`config.mk`:
```
export PLATFORM = sky130hd
export DESIGN_NAME = scan_point_clustering_core
export DESIGN_NICKNAME = d
export VERILOG_FILES = /design/src/hdl/spc_pkg.sv /design/src/hdl/spc_front.sv /design/src/hdl/spc_close_queue.sv /design/src/hdl/spc_back.sv /design/src/hdl/scan_point_clustering_core.sv
export SDC_FILE = /design/constraint.sdc
export NUM_CORES = 1
export LEC_CHECK = 0
export ABC_AREA = 1
export BUFFER_PORTS_ARGS = -buffer_cell sky130_fd_sc_hd__buf_2
export CAP_MARGIN = 20
export CORE_MARGIN = 1
export CORE_UTILIZATION = 45
export DETAILED_ROUTE_END_ITERATION = 16
export GPL_ROUTABILITY_DRIVEN = 0
export PLACE_DENSITY_LB_ADDON = 0.3
export SETUP_SLACK_MARGIN = 0.1
export SKIP_LAST_GASP = 1
export SYNTH_ARGS = -nofsm -noshare
export SYNTH_HDL_FRONTEND = slang
export SYNTH_SLANG_ARGS = --single-unit
```
`constraint.sdc`:
```
create_clock -name aclk -period 9.1 [get_ports aclk]
set_clock_uncertainty 0.15 [all_clocks]
set_input_delay 1.82 -clock aclk [delete_from_list [all_inputs] [get_ports aclk]]
set_output_delay 1.82 -clock aclk [all_outputs]
set_load 0.05 [all_outputs]
```
`src/hdl/spc_pkg.sv`:
```
// Shared types, constants and helpers for the scan point clustering core.
`default_nettype none

package spc_pkg;

    localparam int COORD_W      = 12;
    localparam int JOIN_W       = 13;
    localparam int SUM_W        = 24;
    localparam int COUNT_W      = 12;
    localparam int INDEX_W      = 5;
    localparam int IN_DATA_W    = 24;
    localparam int OUT_DATA_W   = 48;

    localparam int MAX_OBJECTS_DEF = 16;
    localparam int MAX_POINTS_DEF  = 2048;

    localparam logic [JOIN_W-1:0]  JOIN_DIST_RESET = 13'd450;
    localparam logic [INDEX_W-1:0] INDEX_CEILING   = 5'd16;

    // close queue, power of two
    localparam int QUEUE_DEPTH = 4;
    localparam int QPTR_W      = $clog2(QUEUE_DEPTH);
    localparam int QCNT_W      = $clog2(QUEUE_DEPTH + 1);

    // divider runs one quotient bit per cycle
    localparam int DIV_STEPS  = COORD_W;
    localparam int DSTEP_W    = $clog2(DIV_STEPS);
    localparam logic [DSTEP_W-1:0] DIV_LAST_STEP = DSTEP_W'(DIV_STEPS - 1);

    // one closed object waiting for its centroid
    typedef struct packed {
        logic [SUM_W-1:0]   sum_x;
        logic [SUM_W-1:0]   sum_y;
        logic [COUNT_W-1:0] count;
        logic [INDEX_W-1:0] index;
        logic               kept;
        logic               sweep_end;
    } close_rec_t;

    // front to queue: up to two records per transfer
    typedef struct packed {
        logic [1:0] num;
        close_rec_t rec0;
        close_rec_t rec1;
    } queue_push_t;

    // queue status seen by front and back
    typedef struct packed {
        logic room_two;
        logic not_empty;
    } queue_stat_t;

    typedef enum logic [1:0] {
        BK_IDLE,
        BK_DIV,
        BK_OUT
    } back_state_t;

    function automatic logic [INDEX_W-1:0] sat_inc(input logic [INDEX_W-1:0] idx);
        sat_inc = (idx < INDEX_CEILING) ? idx + INDEX_W'(1) : idx;
    endfunction

endpackage

`default_nettype wire

```
`src/hdl/spc_front.sv`:
```
// Front end: point intake, leader clustering and close record generation.
`default_nettype none

module spc_front
    import spc_pkg::*;
#(
    parameter int MAX_OBJECTS = MAX_OBJECTS_DEF,
    parameter int MAX_POINTS  = MAX_POINTS_DEF
) (
    input  wire logic                aclk,
    input  wire logic                aresetn,
    input  wire logic                pt_valid,
    output logic                     pt_ready,
    input  wire logic [COORD_W-1:0]  pt_x,
    input  wire logic [COORD_W-1:0]  pt_y,
    input  wire logic                pt_last,
    input  wire logic                cfg_we,
    input  wire logic [JOIN_W-1:0]   cfg_wdata,
    input  wire queue_stat_t         q_stat,
    output queue_push_t              q_push
);

    logic [JOIN_W-1:0]  join_dist_reg;
    logic [COORD_W-1:0] anchor_x_reg, anchor_x_next;
    logic [COORD_W-1:0] anchor_y_reg, anchor_y_next;
    logic [SUM_W-1:0]   sum_x_reg, sum_x_next;
    logic [SUM_W-1:0]   sum_y_reg, sum_y_next;
    logic [COUNT_W-1:0] points_reg, points_next;
    logic [INDEX_W-1:0] closed_reg, closed_next;
    logic               open_reg, open_next;

    logic               accept;
    logic [COORD_W-1:0] dx, dy;
    logic [JOIN_W-1:0]  manh_dist;
    logic               far;
    logic [INDEX_W-1:0] idx_after;
    close_rec_t         rec_old, rec_new;

    assign pt_ready = q_stat.room_two;
    assign accept   = pt_valid && pt_ready;

    always_comb begin
        dx        = (pt_x >= anchor_x_reg) ? pt_x - anchor_x_reg : anchor_x_reg - pt_x;
        dy        = (pt_y >= anchor_y_reg) ? pt_y - anchor_y_reg : anchor_y_reg - pt_y;
        manh_dist = {1'b0, dx} + {1'b0, dy};
        far       = open_reg && (manh_dist > join_dist_reg);

        anchor_x_next = anchor_x_reg;
        anchor_y_next = anchor_y_reg;
        sum_x_next    = sum_x_reg;
        sum_y_next    = sum_y_reg;
        points_next   = points_reg;
        closed_next   = closed_reg;
        open_next     = open_reg;

        if (accept) begin
            if (!open_reg || far) begin
                anchor_x_next = pt_x;
                anchor_y_next = pt_y;
                sum_x_next    = SUM_W'(pt_x);
                sum_y_next    = SUM_W'(pt_y);
                points_next   = COUNT_W'(1);
                open_next     = 1'b1;
            end else if (points_reg < COUNT_W'(MAX_POINTS)) begin
                sum_x_next  = sum_x_reg + SUM_W'(pt_x);
                sum_y_next  = sum_y_reg + SUM_W'(pt_y);
                points_next = points_reg + COUNT_W'(1);
            end
            if (far) begin
                closed_next = sat_inc(closed_reg);
            end
            if (pt_last) begin
                open_next   = 1'b0;
                closed_next = '0;
            end
        end

        idx_after = far ? sat_inc(closed_reg) : closed_reg;

        // object closed by a far point
        rec_old.sum_x     = sum_x_reg;
        rec_old.sum_y     = sum_y_reg;
        rec_old.count     = points_reg;
        rec_old.index     = closed_reg;
        rec_old.kept      = closed_reg < INDEX_W'(MAX_OBJECTS - 1);
        rec_old.sweep_end = 1'b0;

        // object closed by the last point
        rec_new.sum_x     = sum_x_next;
        rec_new.sum_y     = sum_y_next;
        rec_new.count     = points_next;
        rec_new.index     = idx_after;
        rec_new.kept      = idx_after < INDEX_W'(MAX_OBJECTS - 1);
        rec_new.sweep_end = 1'b1;

        q_push.num  = accept ? {1'b0, far} + {1'b0, pt_last} : 2'd0;
        q_push.rec0 = far ? rec_old : rec_new;
        q_push.rec1 = rec_new;
    end

    always_ff @(posedge aclk) begin
        if (!aresetn) begin
            join_dist_reg <= JOIN_DIST_RESET;
            anchor_x_reg  <= '0;
            anchor_y_reg  <= '0;
            sum_x_reg     <= '0;
            sum_y_reg     <= '0;
            points_reg    <= '0;
            closed_reg    <= '0;
            open_reg      <= 1'b0;
        end else begin
            if (cfg_we) begin
                join_dist_reg <= cfg_wdata;
            end
            anchor_x_reg <= anchor_x_next;
            anchor_y_reg <= anchor_y_next;
            sum_x_reg    <= sum_x_next;
            sum_y_reg    <= sum_y_next;
            points_reg   <= points_next;
            closed_reg   <= closed_next;
            open_reg     <= open_next;
        end
    end

endmodule

`default_nettype wire

```
`src/hdl/spc_close_queue.sv`:
```
// Close record queue between front and back, two writes and one read per cycle.
`default_nettype none

module spc_close_queue
    import spc_pkg::*;
(
    input  wire logic        aclk,
    input  wire logic        aresetn,
    input  wire queue_push_t q_push,
    input  wire logic        pop,
    output close_rec_t       head_rec,
    output queue_stat_t      q_stat
);

    close_rec_t          entry_reg [QUEUE_DEPTH];
    logic [QPTR_W-1:0]   wr_ptr_reg, wr_ptr_next;
    logic [QPTR_W-1:0]   rd_ptr_reg, rd_ptr_next;
    logic [QCNT_W-1:0]   cnt_reg, cnt_next;
    logic [QPTR_W-1:0]   wr_ptr_p1;
    logic                do_pop;

    assign wr_ptr_p1 = wr_ptr_reg + QPTR_W'(1);
    assign do_pop    = pop && (cnt_reg != '0);
    assign head_rec  = entry_reg[rd_ptr_reg];

    assign q_stat.room_two  = cnt_reg <= QCNT_W'(QUEUE_DEPTH - 2);
    assign q_stat.not_empty = cnt_reg != '0;

    always_comb begin
        wr_ptr_next = wr_ptr_reg + QPTR_W'(q_push.num);
        rd_ptr_next = do_pop ? rd_ptr_reg + QPTR_W'(1) : rd_ptr_reg;
        cnt_next    = cnt_reg + QCNT_W'(q_push.num) - QCNT_W'(do_pop);
    end

    always_ff @(posedge aclk) begin
        if (q_push.num != 2'd0) begin
            entry_reg[wr_ptr_reg] <= q_push.rec0;
        end
        if (q_push.num == 2'd2) begin
            entry_reg[wr_ptr_p1] <= q_push.rec1;
        end
    end

    always_ff @(posedge aclk) begin
        if (!aresetn) begin
            wr_ptr_reg <= '0;
            rd_ptr_reg <= '0;
            cnt_reg    <= '0;
        end else begin
            wr_ptr_reg <= wr_ptr_next;
            rd_ptr_reg <= rd_ptr_next;
            cnt_reg    <= cnt_next;
        end
    end

    a_no_overflow: assert property (@(posedge aclk) disable iff (!aresetn)
        (q_push.num != 2'd0) |-> (cnt_reg + QCNT_W'(q_push.num) <= QCNT_W'(QUEUE_DEPTH)))
        else $error("close queue overflow");

    a_fill_tracks: assert property (@(posedge aclk) disable iff (!aresetn)
        (cnt_reg == QCNT_W'(QUEUE_DEPTH)) |-> (wr_ptr_reg == rd_ptr_reg))
        else $error("close queue pointers disagree with fill count");

endmodule

`default_nettype wire

```
`src/hdl/spc_back.sv`:
```
// Back end: centroid division, one quotient bit per cycle, and result register.
`default_nettype none

module spc_back
    import spc_pkg::*;
(
    input  wire logic               aclk,
    input  wire logic               aresetn,
    input  wire queue_stat_t        q_stat,
    input  wire close_rec_t         head_rec,
    output logic                    pop,
    output logic                    res_valid,
    input  wire logic               res_ready,
    output logic [COORD_W-1:0]      res_cx,
    output logic [COORD_W-1:0]      res_cy,
    output logic [COUNT_W-1:0]      res_count,
    output logic [INDEX_W-1:0]      res_index,
    output logic                    res_kept,
    output logic                    res_end
);

    back_state_t          state_reg, state_next;
    logic [DSTEP_W-1:0]   step_reg, step_next;
    logic [COORD_W-1:0]   rem_x_reg, rem_x_next, rem_y_reg, rem_y_next;
    logic [COORD_W-1:0]   quo_x_reg, quo_x_next, quo_y_reg, quo_y_next;
    logic [COUNT_W-1:0]   div_reg, div_next;
    close_rec_t           rec_reg, rec_next;
    logic                 out_valid_reg, out_valid_next;
    logic [COORD_W-1:0]   out_cx_reg, out_cx_next, out_cy_reg, out_cy_next;
    close_rec_t           out_rec_reg, out_rec_next;

    logic [COORD_W:0]     tx, ty;
    logic                 ge_x, ge_y;
    logic                 out_free;

    assign out_free = !out_valid_reg || res_ready;

    always_comb begin
        // remainder stays below the divisor since the mean fits 12 bits
        tx   = {rem_x_reg, quo_x_reg[COORD_W-1]};
        ty   = {rem_y_reg, quo_y_reg[COORD_W-1]};
        ge_x = tx >= {1'b0, div_reg};
        ge_y = ty >= {1'b0, div_reg};

        state_next     = state_reg;
        step_next      = step_reg;
        rem_x_next     = rem_x_reg;
        rem_y_next     = rem_y_reg;
        quo_x_next     = quo_x_reg;
        quo_y_next     = quo_y_reg;
        div_next       = div_reg;
        rec_next       = rec_reg;
        out_valid_next = out_valid_reg && !res_ready;
        out_cx_next    = out_cx_reg;
        out_cy_next    = out_cy_reg;
        out_rec_next   = out_rec_reg;
        pop            = 1'b0;

        case (state_reg)
            BK_IDLE: begin
                if (q_stat.not_empty) begin
                    pop        = 1'b1;
                    rec_next   = head_rec;
                    rem_x_next = head_rec.sum_x[SUM_W-1:COORD_W];
                    quo_x_next = head_rec.sum_x[COORD_W-1:0];
                    rem_y_next = head_rec.sum_y[SUM_W-1:COORD_W];
                    quo_y_next = head_rec.sum_y[COORD_W-1:0];
                    div_next   = head_rec.count;
                    step_next  = '0;
                    state_next = BK_DIV;
                end
            end
            BK_DIV: begin
                rem_x_next = ge_x ? COORD_W'(tx - {1'b0, div_reg}) : tx[COORD_W-1:0];
                rem_y_next = ge_y ? COORD_W'(ty - {1'b0, div_reg}) : ty[COORD_W-1:0];
                quo_x_next = {quo_x_reg[COORD_W-2:0], ge_x};
                quo_y_next = {quo_y_reg[COORD_W-2:0], ge_y};
                step_next  = step_reg + DSTEP_W'(1);
                if (step_reg == DIV_LAST_STEP) begin
                    state_next = BK_OUT;
                end
            end
            BK_OUT: begin
                if (out_free) begin
                    out_valid_next = 1'b1;
                    out_cx_next    = quo_x_reg;
                    out_cy_next    = quo_y_reg;
                    out_rec_next   = rec_reg;
                    state_next     = BK_IDLE;
                end
            end
            default: begin
                state_next = BK_IDLE;
            end
        endcase
    end

    always_ff @(posedge aclk) begin
        rem_x_reg   <= rem_x_next;
        rem_y_reg   <= rem_y_next;
        quo_x_reg   <= quo_x_next;
        quo_y_reg   <= quo_y_next;
        div_reg     <= div_next;
        rec_reg     <= rec_next;
        out_cx_reg  <= out_cx_next;
        out_cy_reg  <= out_cy_next;
        out_rec_reg <= out_rec_next;
    end

    always_ff @(posedge aclk) begin
        if (!aresetn) begin
            state_reg     <= BK_IDLE;
            step_reg      <= '0;
            out_valid_reg <= 1'b0;
        end else begin
            state_reg     <= state_next;
            step_reg      <= step_next;
            out_valid_reg <= out_valid_next;
        end
    end

    assign res_valid = out_valid_reg;
    assign res_cx    = out_cx_reg;
    assign res_cy    = out_cy_reg;
    assign res_count = out_rec_reg.count;
    assign res_index = out_rec_reg.index;
    assign res_kept  = out_rec_reg.kept;
    assign res_end   = out_rec_reg.sweep_end;

    a_pop_only_idle: assert property (@(posedge aclk) disable iff (!aresetn)
        pop |-> (state_reg == BK_IDLE && q_stat.not_empty))
        else $error("queue popped outside idle or while empty");

    a_div_length: assert property (@(posedge aclk) disable iff (!aresetn)
        (state_reg == BK_IDLE && $past(state_reg) == BK_DIV) |-> 1'b0)
        else $error("division left without delivering a result");

endmodule

`default_nettype wire

```
`src/hdl/scan_point_clustering_core.sv`:
```
// Top level of the scan point clustering core: front, close queue and back.
// Flow: the object a point closes leaves the back end after its record is popped: a load,
//   12 divider steps, then an output load that waits while the output register is full.
// Throughput: one point per cycle while the close queue has room for two records;
//   each closed object holds the shared x/y divider until its output load.
// Reset: aresetn is synchronous, active low; join_distance returns to 450, no object
//   is open, the object counter, queue and output register are empty.
`default_nettype none

module scan_point_clustering_core
    import spc_pkg::*;
#(
    parameter int MAX_OBJECTS = MAX_OBJECTS_DEF,  // objects flagged kept: MAX_OBJECTS-1
    parameter int MAX_POINTS  = MAX_POINTS_DEF    // member count limit per object
) (
    input  wire logic                  aclk,
    input  wire logic                  aresetn,
    // point input
    input  wire logic                  s_tvalid,
    output logic                       s_tready,
    input  wire logic [IN_DATA_W-1:0]  s_tdata,   // [11:0] point_x, [23:12] point_y
    input  wire logic                  s_tlast,   // last_point
    // join_distance register write
    input  wire logic                  cfg_valid,
    output logic                       cfg_ready,
    input  wire logic [JOIN_W-1:0]     cfg_data,
    // object results
    output logic                       m_tvalid,
    input  wire logic                  m_tready,
    output logic [OUT_DATA_W-1:0]      m_tdata,   // [11:0] centroid_x, [23:12] centroid_y,
                                                  // [35:24] member_count,
                                                  // [40:36] object_index, [47:41] zero
    output logic                       m_tuser,   // kept
    output logic                       m_tlast    // sweep_end
);

    queue_push_t        q_push;
    queue_stat_t        q_stat;
    close_rec_t         head_rec;
    logic               pop;
    logic [COORD_W-1:0] res_cx, res_cy;
    logic [COUNT_W-1:0] res_count;
    logic [INDEX_W-1:0] res_index;

    // register writes are always taken
    assign cfg_ready = 1'b1;

    // front: distance to anchor, join or close, emits up to two close records per point
    spc_front #(
        .MAX_OBJECTS (MAX_OBJECTS),
        .MAX_POINTS  (MAX_POINTS)
    ) u_front (
        .aclk      (aclk),
        .aresetn   (aresetn),
        .pt_valid  (s_tvalid),
        .pt_ready  (s_tready),
        .pt_x      (s_tdata[COORD_W-1:0]),
        .pt_y      (s_tdata[2*COORD_W-1:COORD_W]),
        .pt_last   (s_tlast),
        .cfg_we    (cfg_valid && cfg_ready),
        .cfg_wdata (cfg_data),
        .q_stat    (q_stat),
        .q_push    (q_push)
    );

    // decouples point intake from the slow centroid division
    spc_close_queue u_queue (
        .aclk     (aclk),
        .aresetn  (aresetn),
        .q_push   (q_push),
        .pop      (pop),
        .head_rec (head_rec),
        .q_stat   (q_stat)
    );

    // back: sums / count for x and y side by side, then output register
    spc_back u_back (
        .aclk      (aclk),
        .aresetn   (aresetn),
        .q_stat    (q_stat),
        .head_rec  (head_rec),
        .pop       (pop),
        .res_valid (m_tvalid),
        .res_ready (m_tready),
        .res_cx    (res_cx),
        .res_cy    (res_cy),
        .res_count (res_count),
        .res_index (res_index),
        .res_kept  (m_tuser),
        .res_end   (m_tlast)
    );

    assign m_tdata = {(OUT_DATA_W - 2*COORD_W - COUNT_W - INDEX_W)'(0),
                      res_index, res_count, res_cy, res_cx};

endmodule

`default_nettype wire

```
# --- Yosys cells after proc, flatten, opt, wreduce, memory -nomap -nowiden ---
# Memories as Yosys holds them, arrays and structs flattened. A register that Yosys moved wholly into a read port is not among the register bits.
# Index checks and enable logic that the tools add are counted.
word_totals:
  reg_bits: 227
  mem_bits_rw: 268
  in_bits: 43
  out_inout_bits: 53
  n_memories: 1
memory_table:
  columns: ["name", "words", "width", "read_ports", "rd_ports_with_merged_regs", "write_ports", "line", "rtl"]
  rows:
  - ["u_queue.entry_reg", 4, 67, 1, 1, 2, "spc_close_queue.sv:15", "close_rec_t entry_reg [QUEUE_DEPTH];"]
classes:
  add_sub_neg: 18
  magnitude_cmp: 10
  eq_ne: 7
  mux: 44
  n_reduce_logical: 20
op_table:
  columns: ["operator", "n"]
  rows:
  - ["$mux W24", 6]
  - ["$mux W12", 11]
  - ["$pmux W12 S2", 4]
  - ["$sub A12 B12 Y12", 6]
  - ["$mux W67", 1]
  - ["$add A24 B12 Y24", 2]
  - ["$ge A13 B12 Y1", 2]
  - ["$ge A12 B12 Y1", 2]
  - ["$mux W5", 3]
  - ["$add A12 B12 Y13", 1]
  - ["$gt A13 B13 Y1", 1]
  - ["$add A12 B1 Y12 const B", 1]
  - ["$lt A12 B12 Y1 const B", 1]
  - ["$mux W2", 6]
  - ["$lt A5 B4 Y1 const B", 2]
  - ["$mux W1", 10]
  - ["$reduce_and A2 Y1", 5]
  - ["$pmux W4 S2", 1]
  - ["$pmux W2 S3", 1]
  - ["$reduce_bool A2 Y1", 3]
  - ["$add A5 B1 Y5 const B", 1]
  - ["$lt A5 B5 Y1 const B", 1]
  - ["$add A2 B1 Y2 const B", 2]
  - ["$add A4 B1 Y4 const B", 1]
  - ["other kinds (17)", 25]

# --- Depth between registers and ports, before layout ---
logic_depth:
  ltp_word: 10
  ltp_mapped: 49
  depth_no_buf: 46

# --- Modules after synthesis ---
# From an unflattened synthesis, not the netlist that was laid out.
unflattened:
  hier_cells: 3846
  area_unflattened_um2: 30251.5
modules_own_cells:
  columns: ["mod", "instances", "cells_per_inst", "area_per_inst_um2", "seq_area_each_um2"]
  rows:
  - ["spc_close_queue", 1, 1380, 13347.8, 8227.9]
  - ["spc_front", 1, 1792, 10680.2, 2062.0]
  - ["spc_back", 1, 664, 6155.9, 3443.3]
  - ["scan_point_clustering_core", 1, 10, 67.6, 0.0]

# --- Worst setup path after synthesis ---
# OpenSTA, ideal clock, no wires.
synth_path:
  path_kind: "input-to-reg"
  from: "input port s_tdata[20]"
  to: "memory u_queue.entry_reg[0][10] (netlist bit), enable pin"
  t_arrival_ps: 8159
  required_time_ps: 8524
  setup_slack_ps: 365
  path_stages: 45
  path_buffers: 4
  cell_sequence: "inv_1 -> ha_1 -> clkbuf_1 -> nand2_1 -> nor2_1 -> nand3_1 -> and3_1 -> nand2_1 -> buf_2 -> nand2_1 -> nand2_1 -> inv_1 -> ha_1 -> nand2_1 -> nand2_1 -> a31oi_1 -> inv_1 -> nand2_1 -> (+9 left out) -> nor2_2 -> inv_2 -> nor2_4 -> nand2_2 -> nand2_4 -> nand3_4 -> inv_2 -> buf_2 -> ha_1 -> inv_1 -> nor2_2 -> inv_1 -> nor2_1 -> inv_1 -> nor2_1 -> inv_1 -> clkbuf_1 -> nand2_1"
synth_lines:
  columns: ["item", "line", "rtl"]
  rows:
  - ["from (decl)", "scan_point_clustering_core.sv:21", "input wire logic [IN_DATA_W-1:0] s_tdata,"]
  - ["to (decl)", "spc_close_queue.sv:15", null]

==> flow_summary.json <==
{
  "synth_area_um2": 29900,
  "finalCritPeriodShare": 0.909,
  "synth_edf_count": 374,
  "clkPwrFrac": 0.196,
  "ctsLongestPathBuffers": 3,
  "coreArea_um2": 65700,
  "finalHoldViolCount": 0,
  "cts_made_buffers": 55,
  "antenna_found_initial": 5,
  "ir_worst_vdd_uv": 369,
  "die_x_um": 260,
  "grt-ovfl-total": 0,
  "clk_latency_ps": 620,
  "cp.required_ps": 9400,
  "post_cts_resized": 0,
  "hold_path_class": "reg2reg",
  "r2r_slack_ps": 1810,
  "initial_core_util": 0.455,
  "drc": 0,
  "final_layout_size_suffix_gt1_frac": 0.0797,
  "via_count": 26000,
  "rr_startpoint": "u_front.anchor_y_reg[0]",
  "regToRegEndpoint": "u_queue.entry_reg[0][58]",
  "async_flop_share": 0,
  "firstDrtPassIters": 6,
  "viasPerCell": 5.59,
  "hpwl_mm": 56.1,
  "netlist_instances": 3725,
  "yosys.cell_types.count": 55,
  "cp-start-kind": "primary input",
  "die_h_um": 260,
  "clk_pin_slew_ps": 60,
  "ant_nets": 0,
  "fin_tns_setup_ps": 0,
  "area_delta_synth_final_pct": 9.97,
  "drv_slew": 0,
  "totalWireLength_mm": 87.2,
  "crit_type": "in2reg",
  "ios": 96,
  "post-route-min-period_ps": 8270,
  "rsz0062_at_grt": "false",
  "cts_max_level": 2,
  "p_total_mw": 11.4,
  "max_freq_ghz": 0.121,
  "setup_viol": 0,
  "cts_tree": "done",
  "status": "finished clean",
  "max-cap-violations": 0,
  "dieArea_um2": 67500,
  "switchingPower_mw": 5.30,
  "grt.total_usage": 0.256,
  "leakage_nw": 13.8,
  "crit_slowest_cell": "buf_4",
  "p_sw_frac": 0.465,
  "routedWlPerCell_um": 18.8,
  "cp_common_cell": "nand2_1",
  "cp-end-kind": "register",
  "worstPathArrival_ps": 8570,
  "holdBufCountCts": 0,
  "layout.nets": 3913,
  "post_cts_buffers": 0,
  "grt_pass1_vias": 24200,
  "p_per_area_nw_per_um2": 347,
  "grt_max_degree": 87,
  "ys.flop_type": "edfxtp_1",
  "max_stage_delay_ps": 710,
  "synth-seq-cells": 497,
  "first_iter_violations": 2377,
  "syn_area_per_cell_um2": 8.03,
  "cts_root_buf": "clkbuf_16",
  "crit_fanout": 51,
  "rr_worst_depth": 44,
  "largest_register_ffs": 268,
  "cts.sinks": 497,
  "hold_start": "u_back.rec_reg[6]",
  "rows": 94,
  "ys_warn_count": 0,
  "hold_depth": 0,
  "ys_seq_area_frac": 0.458,
  "p_seq_frac": 0.306,
  "io_buffers": 87,
  "grt_pass1_wl_mm": 135,
  "whs_endpoint": "u_back.res_index[4]",
  "p_int_mw": 6.11,
  "pwr-share-comb": 0.498,
  "tightest_slew_ps": 1190,
  "slew_headroom": 0.208
}
[cell usage after synthesis (8+ instances only)]
cell / count / area, µm²
nand2_1: 957 / 3590
edfxtp_1: 374 / 11200
nand3_1: 363 / 1820
inv_1: 357 / 1340
nor2_1: 341 / 1280
o21ai_0: 316 / 1580
a21oi_1: 144 / 721
ha_1: 127 / 1590
dfxtp_1: 123 / 2460
clkbuf_1: 117 / 439
nand4_1: 68 / 425
o22ai_1: 64 / 400
xor2_1: 57 / 499
a31oi_1: 36 / 225
buf_2: 33 / 165
xnor2_1: 23 / 201
nand3_4: 20 / 350
nand2_2: 19 / 119
nor3_1: 16 / 80.1
o211ai_1: 16 / 120
buf_1: 13 / 48.8
buf_4: 12 / 90.1
fa_1: 10 / 200
inv_2: 10 / 37.5
o21bai_1: 10 / 75.1
or2_1: 10 / 62.6
o21ai_1: 8 / 40.0
[cell type report]
type | count | area (µm²)
Antenna cell | 2 | 5.00
Clock buffer | 78 | 1500
Clock inverter | 24 | 280
Fill cell | 6187 | 32900
Inverter | 371 | 1400
Multi-Input combinational cell | 2679 | 14000
Sequential cell | 497 | 13700
Tap cell | 864 | 1080
Timing Repair Buffer | 129 | 876
[worst max-delay path, delay by kind of cell]
kind,cells,cell delay [ps]
buffers and inverters,12,1860
AND/OR/NAND/NOR,24,2470
adder cells (fa/ha/maj),5,1460
AO/OA/AOI/OAI,5,890
[power groups by stage]
stage,Sequential [mW],Clock (mW),Combinational [mW]
final,3.49,2.24,5.68
after global routing,3.53,2.34,6.31
after CTS,3.48,2.27,5.61
after detailed placement,3.53,0,5.57
after global placement,3.52,0,5.55
after floorplan,3.55,0,4.04
[routing by layer]
metal | part of all wire | track usage
met5 | 0.00031 | 0
met4 | 0.031 | 0.0931
met3 | 0.095 | 0.0497
met2 | 0.44 | 0.404
met1 | 0.43 | 0.348
[cells in the final DEF, fill, tap and decap left out, types with 87 or more instances in the layout]
cell type | Yosys | layout
dfxtp_1 | 123 | 121
nor2_1 | 341 | 338
buf_2 | 33 | 87
nand3_1 | 363 | 363
a21oi_1 | 144 | 144
edfxtp_1 | 374 | 374
nand2_1 | 957 | 952
inv_1 | 357 | 354
o21ai_0 | 316 | 316
ha_1 | 127 | 127
[cells by family after synthesis]
| group | count (synthesis) | synth area share |
|---|---|---|
| buffers and inverters | 555 | 0.0750 |
| other | 2 | 0.000251 |
| flip-flops | 497 | 0.458 |
| XOR/XNOR | 80 | 0.0234 |
| adder cells (fa/ha/maj) | 137 | 0.0598 |
| AND/OR/NAND/NOR | 1827 | 0.269 |
| AO/OA/AOI/OAI | 627 | 0.115 |
[through the flow]
stage | hold WS [ps] | utilization | instance area [µm²] | worst slack (ps) | std cells
finish | 278 | 0.500 | 32900 | 826 | 4644
global route | 284 | 0.500 | 32900 | 268 | 4642
CTS | 281 | 0.500 | 32900 | 982 | 4642
detailed placement | 266 | 0.473 | 31100 | 388 | 4540
global placement | 258 | 0.473 | 31100 | 509 | 4540
floorplan | 250 | - | 29900 | 365 | 3731
[worst max path at each step]
stage                      startpoint                  endpoint  cells past startpoint
after floorplan           s_tdata[20]  u_queue.entry_reg[0][10]                     45
after global placement    s_tdata[12]  u_queue.entry_reg[0][35]                     46
after detailed placement  s_tdata[12]  u_queue.entry_reg[0][55]                     46
after CTS                 s_tdata[12]  u_queue.entry_reg[0][31]                     46
after global routing      s_tdata[12]  u_queue.entry_reg[0][56]                     46
final                     s_tdata[12]  u_queue.entry_reg[0][58]                     46
Note: power is estimated with default switching activity, not from simulation.
